<file path="config.mk">
export PLATFORM = sky130hd
export DESIGN_NAME = gf2_64_field_inverse
export DESIGN_NICKNAME = d
export VERILOG_FILES = /design/src/rtl/gf64i_pkg.sv /design/src/rtl/gf2_64_field_inverse.sv
export SDC_FILE = /design/constraint.sdc
export NUM_CORES = 1
export LEC_CHECK = 0
export ABC_CLOCK_PERIOD_IN_PS = 23100
export BUFFER_PORTS_ARGS = -buffer_cell sky130_fd_sc_hd__buf_2
export CORE_ASPECT_RATIO = 2
export CORE_MARGIN = 5
export CORE_UTILIZATION = 60
export CTS_BUF_LIST = sky130_fd_sc_hd__clkbuf_8
export DETAILED_ROUTE_END_ITERATION = 10
export PLACE_DENSITY = 0.85
export SYNTH_ARGS = -nofsm -noshare
export SYNTH_HDL_FRONTEND = slang
export SYNTH_SLANG_ARGS = --single-unit
export TNS_END_PERCENT = 100
</file>
<file path="constraint.sdc">
create_clock -name i_clk -period 23.1 [get_ports i_clk]
set_clock_uncertainty 0.1 [all_clocks]
set_input_delay 0 -clock i_clk [delete_from_list [all_inputs] [get_ports i_clk]]
set_output_delay 0 -clock i_clk [all_outputs]
set_load 0.02 [all_outputs]
</file>
<file path="src/rtl/gf64i_pkg.sv">
// ----------------------------------------------------------------------------
// GF(2^64) inverse package
// Types and constants shared by the field inverse block.
// ----------------------------------------------------------------------------
package gf64i_pkg;

    localparam int WORD_BITS = 64;

    localparam logic [WORD_BITS-1:0] POLY_RESET = 64'h0000_0000_0000_001b;

    typedef enum logic [2:0] {
        ST_IDLE   = 3'b001,
        ST_NORM   = 3'b010,
        ST_REDUCE = 3'b100
    } t_state;

endpackage

</file>
<file path="src/rtl/gf2_64_field_inverse.sv">
// ----------------------------------------------------------------------------
// GF(2^64) field inverse
// Returns the multiplicative inverse of one element modulo a programmable
// reduction polynomial, or a flag when the element has no inverse.
// ----------------------------------------------------------------------------
// The input channel (i_valid, o_ready, i_value) takes one element per
// transfer; o_ready is high only while no element is being worked on. The
// output channel (o_valid, i_ready, o_inverse, o_not_invertible) delivers one
// result per element from an output register, so a new element is taken
// while the previous result still waits. The configuration channel
// (i_cfg_valid, o_cfg_ready, i_cfg_data) writes the low terms of the modulus
// and is always ready; the user must write it only while the block is idle,
// as the block does not enforce this. The element is inverted by a polynomial
// extended Euclid algorithm on one shared shift and XOR unit, one step per
// cycle: the remainders are kept normalized by single-bit shifts and each
// quotient bit is one XOR step. The number of steps depends on the data; the
// next element is taken in the cycle after the result is written. An element
// that shares a factor with the modulus, zero included, returns zero with
// o_not_invertible set.
// Reset returns the modulus low terms to 0x1b and drops any work in flight.
// When the receiver stalls, a finished result waits in the output register
// and a following computation holds at its last step until the register frees.
// ----------------------------------------------------------------------------
module gf2_64_field_inverse #(
    parameter int FIELD_BITS = 64
) (
    input  logic                            i_clk,
    input  logic                            i_rst_n,
    input  logic                            i_cfg_valid,
    output logic                            o_cfg_ready,
    input  logic [gf64i_pkg::WORD_BITS-1:0] i_cfg_data,
    input  logic                            i_valid,
    output logic                            o_ready,
    input  logic [gf64i_pkg::WORD_BITS-1:0] i_value,
    output logic                            o_valid,
    input  logic                            i_ready,
    output logic [gf64i_pkg::WORD_BITS-1:0] o_inverse,
    output logic                            o_not_invertible
);

    localparam int N  = FIELD_BITS;
    localparam int DW = $clog2(N + 1);

    gf64i_pkg::t_state r_state, n_state;

    logic [gf64i_pkg::WORD_BITS-1:0] r_poly;
    logic [N:0]                      r_ra, n_ra;
    logic [N:0]                      r_rb, n_rb;
    logic [N:0]                      r_ta, n_ta;
    logic [N:0]                      r_sb, n_sb;
    logic [DW-1:0]                   r_da, n_da;
    logic [DW-1:0]                   r_db, n_db;
    logic                            r_out_valid, n_out_valid;
    logic [gf64i_pkg::WORD_BITS-1:0] r_inverse, n_inverse;
    logic                            r_fail, n_fail;

    logic       w_hit;
    logic       w_out_free;
    logic [N:0] w_ra_x;
    logic [N:0] w_ta_x;
    logic [N:0] w_rem;

    assign w_hit      = r_ra[N];
    assign w_ra_x     = w_hit ? (r_ra ^ r_rb) : r_ra;
    assign w_ta_x     = w_hit ? (r_ta ^ r_sb) : r_ta;
    assign w_rem      = {w_ra_x[N-1:0], 1'b0};
    assign w_out_free = !r_out_valid || i_ready;

    always_comb begin
        n_state     = r_state;
        n_ra        = r_ra;
        n_rb        = r_rb;
        n_ta        = r_ta;
        n_sb        = r_sb;
        n_da        = r_da;
        n_db        = r_db;
        n_out_valid = r_out_valid && !i_ready;
        n_inverse   = r_inverse;
        n_fail      = r_fail;
        case (r_state)
            gf64i_pkg::ST_IDLE: begin
                if (i_valid) begin
                    n_ra    = {1'b1, r_poly[N-1:0]};
                    n_da    = DW'(N);
                    n_ta    = '0;
                    n_rb    = {1'b0, i_value[N-1:0]};
                    n_db    = DW'(N);
                    n_sb    = (N + 1)'(1);
                    n_state = gf64i_pkg::ST_NORM;
                end
            end
            gf64i_pkg::ST_NORM: begin
                if (r_rb == '0) begin
                    if (w_out_free) begin
                        n_out_valid = 1'b1;
                        n_inverse   = '0;
                        n_fail      = 1'b1;
                        n_state     = gf64i_pkg::ST_IDLE;
                    end
                end else if (r_rb[N]) begin
                    n_state = gf64i_pkg::ST_REDUCE;
                end else begin
                    n_rb = {r_rb[N-1:0], 1'b0};
                    n_sb = {r_sb[N-1:0], 1'b0};
                    n_db = r_db - DW'(1);
                end
            end
            gf64i_pkg::ST_REDUCE: begin
                if (r_da != r_db) begin
                    n_ra = w_rem;
                    n_ta = w_ta_x;
                    n_sb = r_sb >> 1;
                    n_da = r_da - DW'(1);
                end else if (w_rem == '0) begin
                    if (w_out_free) begin
                        n_out_valid = 1'b1;
                        n_fail      = (r_db != '0);
                        n_inverse   = (r_db == '0) ?
                                      gf64i_pkg::WORD_BITS'(r_sb[N-1:0]) : '0;
                        n_state     = gf64i_pkg::ST_IDLE;
                    end
                end else begin
                    n_ra    = r_rb;
                    n_da    = r_db;
                    n_ta    = r_sb;
                    n_rb    = w_rem;
                    n_db    = r_db - DW'(1);
                    n_sb    = {w_ta_x[N-1:0], 1'b0};
                    n_state = gf64i_pkg::ST_NORM;
                end
            end
            default: begin
                n_state = gf64i_pkg::ST_IDLE;
            end
        endcase
    end

    always_ff @(posedge i_clk) begin
        if (!i_rst_n) begin
            r_state     <= gf64i_pkg::ST_IDLE;
            r_out_valid <= 1'b0;
            r_poly      <= gf64i_pkg::POLY_RESET;
        end else begin
            r_state     <= n_state;
            r_out_valid <= n_out_valid;
            if (i_cfg_valid) begin
                r_poly <= i_cfg_data;
            end
        end
    end

    always_ff @(posedge i_clk) begin
        r_ra      <= n_ra;
        r_rb      <= n_rb;
        r_ta      <= n_ta;
        r_sb      <= n_sb;
        r_da      <= n_da;
        r_db      <= n_db;
        r_inverse <= n_inverse;
        r_fail    <= n_fail;
    end

    assign o_cfg_ready      = 1'b1;
    assign o_ready          = (r_state == gf64i_pkg::ST_IDLE);
    assign o_valid          = r_out_valid;
    assign o_inverse        = r_inverse;
    assign o_not_invertible = r_fail;

`ifndef NO_ASSERTIONS
    a_degree_order: assert property (@(posedge i_clk) disable iff (!i_rst_n)
        (r_state != gf64i_pkg::ST_IDLE) |-> (r_db <= r_da))
        else $error("Divisor degree exceeds dividend degree.");

    a_divisor_normalized: assert property (@(posedge i_clk) disable iff (!i_rst_n)
        (r_state == gf64i_pkg::ST_REDUCE) |-> r_rb[N])
        else $error("Divisor is not normalized during reduction.");

    a_fail_gives_zero: assert property (@(posedge i_clk) disable iff (!i_rst_n)
        (r_out_valid && r_fail) |-> (r_inverse == '0))
        else $error("Non-invertible result carries a nonzero value.");

    a_accept_starts: assert property (@(posedge i_clk) disable iff (!i_rst_n)
        (i_valid && o_ready) |=> (r_state == gf64i_pkg::ST_NORM))
        else $error("Accepted element did not start the computation.");

    a_no_overwrite: assert property (@(posedge i_clk) disable iff (!i_rst_n)
        (r_out_valid && !i_ready) |=> (r_out_valid && $stable(r_inverse)
                                       && $stable(r_fail)))
        else $error("Pending result was overwritten.");
`endif

endmodule

</file>
==> results.cfg, run 1 <==
[outcome]
status = finished clean

[yosys]
synth-seq-cells = 406
netlist.top_cell.by_area = edfxtp_1
synth-edff-count = 338
synthCells = 2120
synthArstFlopShare_pct = 0
synthesis.area_um2 = 20900
synth_ff_type = edfxtp_1
synth-compound-area-share_pct = 15.2
synthXorXnorAreaFrac_pct = 7.13
synth_top_family_by_area = simple AND/OR/NAND/NOR gates
ys_types = 48
synth-seq-area-share_pct = 55.1
synth_mux_area_share_pct = 3.16
yosysMostFrequentCell = edfxtp_1
synth_top_area_share_pct = 48.6
synth_area_leaders = edfxtp_1, dfxtp_1, xor2_1, o21ai_0, nor2_1
synth_nets = 2255
synth_fa_ha_area_share_pct = 0.120
synth.avg_cell_area_um2 = 9.85
synth_common_cells = edfxtp_1, nor2_1, nand2_1
yosys_warnings = 0
synth_simple_gate_area_share_pct = 15.8

[timing]
fin_crit_ps = 5010
fin_crit_sh_pct = 21.7
finalHoldViolations = 0
worst_pin_slew_ps = 1200
fin_tns_setup_ps = 0
fmax_mhz = 200
relSlewSlack_pct = 20.0
final_max_slew_viol_count = 0
rsz0062_at_grt = no
setup_viol = 0
fin_ws_ps = 18090

[floorplanning]
io_pins = 201
core_area_um2 = 34400
dieArea_um2 = 38900
rows = 96
die_width_um = 142
fp.dieH_um = 274
initial_utilization_pct = 60.8

[pwr]
switching_share_pct = 28.2
combPwrFrac_pct = 12.9
p_seq_share_pct = 54.5
p_switching_uw = 475
p_per_area_nw_per_um2 = 68.5
intPower_mw = 1.21
power.leakage_nw = 9.48
peakVddDrop_v = 0.0000623
p_clk_share_pct = 32.7

[clock_tree]
cts_tree = done
h-tree-depth = 2
clk_latency_ps = 620
root_buffer = clkbuf_8
clockBufferDepth = 3
clock-sinks = 406
cts.clk_slew.worst_paths_ps = 70
cts_made_buffers = 54

[detailed_routing]
vias_per_cell = 6.28
vias = 17996
firstDrtPassIters = 7
ant_nets = 0
wl_mm = 61.6
wire_per_inst_um = 21.5
drtIter0Drc = 2008
drc_errors = 0

[worst_setup_path]
endpoint_kind = flip-flop
path_buf_inv = 2
path_cells = buf_4 > nand4b_1 > o22ai_1 > a21oi_1 > nor4_1 > nand4_1 > o41ai_1 > a21oi_4 > buf_4
worstRegToRegCells = 9
critPathKind = flip-flop to flip-flop
crit_path_max_incr_delay_ps = 880
path_depth = 9
cp.required_ps = 23290
worst_setup_path_start_kind = flip-flop
crit_fanout = 106
cpMaxStageDelayCell = edfxtp_1
cp_top_family = compound AO/OA/AOI/OAI gates
crit_arrival_ps = 5200
cpMostUsedCell = buf_4

[global_routing]
antenna_found_initial = 2
grt_pass1_wl_mm = 96.0
grt_pass1_vias = 17966
grt.overflow.total = 0
grt_max_degree = 126
grt_usage_pct = 31.3

[min_path]
hold_depth = 4
worst_hold_path_type = primary input to flip-flop

[placement]
dpl.hpwl_mm = 37.7
place_ws_ps = 18350
place_congestion = 0.974
io_buffers = 199

[cells_and_area]
nNetsFinal = 2513
syn2layout_area_growth_pct = 17.8
drive_gt1_share_pct = 13.2

[flow_run]
cap_violations = 0
[worst register-to-register path, delay by kind of cell (launching register included)]
family / cells / cell delay (ps)
AOI/OAI and AO/OA: 4 / 1310
buffers and inverters: 2 / 1300
DFF: 1 / 880
and+or+nand+nor: 3 / 1050
[what timing repair did]
action | in CTS | in global routing
hold buffers | 152 | 0
setup buffers | 0 | 0
hold endpoints to repair | 133 | 0
gates resized for setup | 0 | 0
[stage by stage]
stage	hold slack, ps	util, %	instances	cell area, um2	total power [mW]
final	60.8	71.6	2865	24600	1.69
after global routing	77.0	71.6	2865	24600	1.74
after CTS	24.5	71.6	2863	24600	1.68
after detailed placement	124	64.0	2611	22000	1.11
after global placement	120	64.0	2611	22000	1.11
after floorplan	28.4	-	2120	20900	1.05
[power by group through the flow]
stage	logic, mW	clock network [mW]	registers, mW
after CTS	0.209	0.557	0.912
after floorplan	0.143	0	0.903
after global routing	0.238	0.587	0.920
after detailed placement	0.186	0	0.928
final	0.217	0.551	0.918
after global placement	0.180	0	0.926
[flip-flops by register name, indices dropped and copies added (netlist names)]
| register | flops |
|---|---|
| o_inverse | 64 |
| o_not_invertible | 1 |
| o_valid | 1 |
| r_da | 7 |
| r_db | 7 |
| r_poly | 64 |
| r_ra | 65 |
| r_rb | 65 |
| r_sb | 65 |
| r_state | 3 |
| r_ta | 64 |
[area by class of cell]
cell class,count,area (um2)
flip-flops and latches,406,11500
fillers,2353,9750
multi-input cells,1537,8740
repair buffers,372,2680
clock buffers,66,908
well taps,441,552
clock inverters,34,175
inverters,7,26.3
diodes,2,5.00
[layer usage]
layer / track usage (%) / part of all wire (%) / vias up
met4: 23.3 / 9.3 / 0
met2: 54.2 / 50 / 1100
met3: 4.74 / 7.7 / 342
met1: 34.1 / 33 / 8488
li1: - / - / 8066
met5: 0 / 0 / -
[layout by cell type (no fill, tap or decap), types with 8 or more instances in the layout]
master and n:
nand2_1 281, dfxtp_1 68, nand3_1 25, xor2_1 154, mux2i_1 66, buf_4 22, xnor2_1 16, buf_2 198
nand4b_1 20, nor2_1 292, clkbuf_8 66, nand4_1 8, inv_1 24, a21oi_1 149, a22oi_1 67, nor4_1 24
o22ai_1 20, and2_1 66, o21ai_0 227, edfxtp_1 338, dlygate4sd3_1 152, a211oi_1 69
[kinds of logic after synthesis]
| group | after synthesis |
|---|---|
| multiplexers | 66 |
| adder cells (fa/ha/maj) | 2 |
| flip-flops | 406 |
| AO/OA/AOI/OAI | 549 |
| buffers and inverters | 177 |
| XOR/XNOR | 170 |
| AND/OR/NAND/NOR | 749 |
| other | 1 |
[worst paths after layout]
path | startpoint | endpoint | slack (ps)
setup reg to reg | r_ra[64] | r_rb[15] | 18090
setup / recovery | r_ra[64] | r_rb[15] | 18090
hold / removal | i_cfg_data[18] | r_poly[18] | 60
hold reg to reg | r_poly[60] | r_poly[60] | 400
No activity file was read; power rests on OpenSTA's default activity.
==> run 2, diff against run 1 <==
--- a/config.mk
+++ b/config.mk
@@ -5,7 +5,7 @@
 export SDC_FILE = /design/constraint.sdc
 export NUM_CORES = 1
 export LEC_CHECK = 0
-export ABC_CLOCK_PERIOD_IN_PS = 23100
+export ABC_CLOCK_PERIOD_IN_PS = 5040
 export BUFFER_PORTS_ARGS = -buffer_cell sky130_fd_sc_hd__buf_2
 export CORE_ASPECT_RATIO = 2
 export CORE_MARGIN = 5
==> constraint.sdc (replaced) <==
create_clock -name i_clk -period 5.04 [get_ports i_clk]
set_clock_uncertainty 0.1 [all_clocks]
set_input_delay 0 -clock i_clk [delete_from_list [all_inputs] [get_ports i_clk]]
set_output_delay 0 -clock i_clk [all_outputs]
set_load 0.02 [all_outputs]
==> results.cfg, run 2 (same netlist as run 1, synthesis figures left out) <==
[min_path]
hold_depth = 4
worst_hold_path_type = primary input to flip-flop
hp-start = i_cfg_data[61]
holdPathEnd = r_poly[61]

[global_routing]
grt.overflow.total = 0
grt.busiest_layer = met2
grt_pass1_wl_mm = 94.8
antenna_found_initial = 1
grtUsageMet2_pct = 53.6
grt_max_degree = 269
gr-usage-met1_pct = 34.8
use_met3_pct = 4.13
grt_pass1_vias = 17874
grt_usage_pct = 30.6

[timing]
fin_crit_sh_pct = 85.2
hold_slack_ps = 71.9
finalHoldViolations = 0
rsz0062_at_grt = no
fin_tns_setup_ps = 0
fin_crit_ps = 4290
setup_viol = 0
relSlewSlack_pct = 21.3
worst_pin_slew_ps = 1180
final_max_slew_viol_count = 0
fmax_mhz = 233

[clock_tree]
clk_latency_ps = 630
clockBufferDepth = 3
cts.clk_slew.worst_paths_ps = 70
cts_tree = done
root_buffer = clkbuf_8
cts_made_buffers = 54
clock-sinks = 406
h-tree-depth = 2
cts_post_setup_buffers_inserted = 0

[floorplanning]
initial_utilization_pct = 60.8
dieArea_um2 = 38900
fp.dieH_um = 274
rows = 96
io_pins = 201
die_width_um = 142
core_area_um2 = 34400

[detailed_routing]
drtIter0Drc = 2018
drc_errors = 0
ant_nets = 0
wl_mm = 60.4
vias_per_cell = 6.16
vias = 17698
firstDrtPassIters = 6
wire_per_inst_um = 21.0

[placement]
placed_cells = 2615
place_congestion = 0.962
io_buffers = 199
dpl.hpwl_mm = 36.8
postPlaceCellArea_um2 = 22100

[cells_and_area]
seqCellArea_um2 = 11500
final_area_um2 = 24700
drive_gt1_share_pct = 13.3
layout_commonest_cell = edfxtp_1
reg_top3 = r_ra (65), r_rb (65), r_sb (65)
stdcell_count = 2871
layout_common_cells = edfxtp_1, nor2_1, nand2_1
multi_input_area_um2 = 8740
syn2layout_area_growth_pct = 18.4
nNetsFinal = 2518
nFillCells = 2362

[pwr]
p_total_mw = 7.82
peakVddDrop_v = 0.000273
power.leakage_nw = 9.54
p_per_area_nw_per_um2 = 316

[worst_setup_path]
crit_fanout = 32
endpoint_kind = flip-flop
critPathKind = flip-flop to flip-flop
r2r-end = r_rb[38]
cp.required_ps = 5270
crit_arrival_ps = 4520
worstRegToRegCells = 7
r2r_start = r_rb[23]
r2r_slack_ps = 750
worst_setup_path_start_kind = flip-flop

[flow_run]
cap_violations = 0

[outcome]
status = finished clean
==> run 2: changes by cell type in the layout (fill, tap and decap cells not counted), sizes merged <==
cell and delta:
bufinv +2, dlygate4sd3 +1, diode -1, buf +4
==> run 2: per-layer routing <==
layer  wire length, um  part of all wire (%)
met5                 0                     0
met4              4740                   7.9
met3              4310                   7.1
met2             30900                    51
met1             20500                    34
==> run 2: layout make-up <==
| type | count | area share (%) |
|---|---|---|
| sequential | 406 | 46.5 |
| multi-input combinational | 1537 | 35.4 |
| timing repair buffer | 377 | 11.1 |
| clock buffer | 66 | 3.67 |
| tap | 441 | 2.23 |
| clock inverter | 36 | 0.941 |
| inverter | 7 | 0.106 |
| antenna | 1 | 0.0101 |
==> run 2: worst max-delay path by stage <==
stage	start	cells past startpoint	slack, ps	end
after floorplan	r_db[2]	9	780	r_db[0]
after global placement	r_rb[23]	7	950	r_rb[50]
after detailed placement	r_rb[23]	7	940	r_rb[50]
after CTS	r_rb[23]	7	920	r_rb[52]
after global routing	r_db[2]	6	730	r_rb[52]
final	r_rb[23]	7	750	r_rb[38]
==> run 2: power by group <==
| part | leakage, nW | switching, mW | internal (mW) |
|---|---|---|---|
| sequential | 3.68 | 0.285 | 3.89 |
| clock | 0.650 | 1.28 | 1.34 |
| combinational | 5.21 | 0.598 | 0.418 |
| total | 9.54 | 2.17 | 5.65 |
==> run 2: repair_timing <==
item | 4_1_cts | 5_1_grt
hold buffers | 153 | 0
endpoints found under the hold margin | 131 | 0
resized for setup | 0 | 0
==> run 2: through the flow <==
stage	util [%]	setup WS (ps)
6_report	72.0	747
5_1_grt	72.0	727
4_1_cts	72.0	918
3_5_place_dp	64.2	943
3_3_place_gp	64.2	953
2_1_floorplan	-	779
==> run 2: worst max-delay path, stage by stage, from the launching register on <==
cell and delay, ps:
edfxtp_1 590, nor4_1 910, nand4_1 200, nor4_1 750
nor2b_1 180, nor3_1 540, a21oi_4 340, buf_4 390
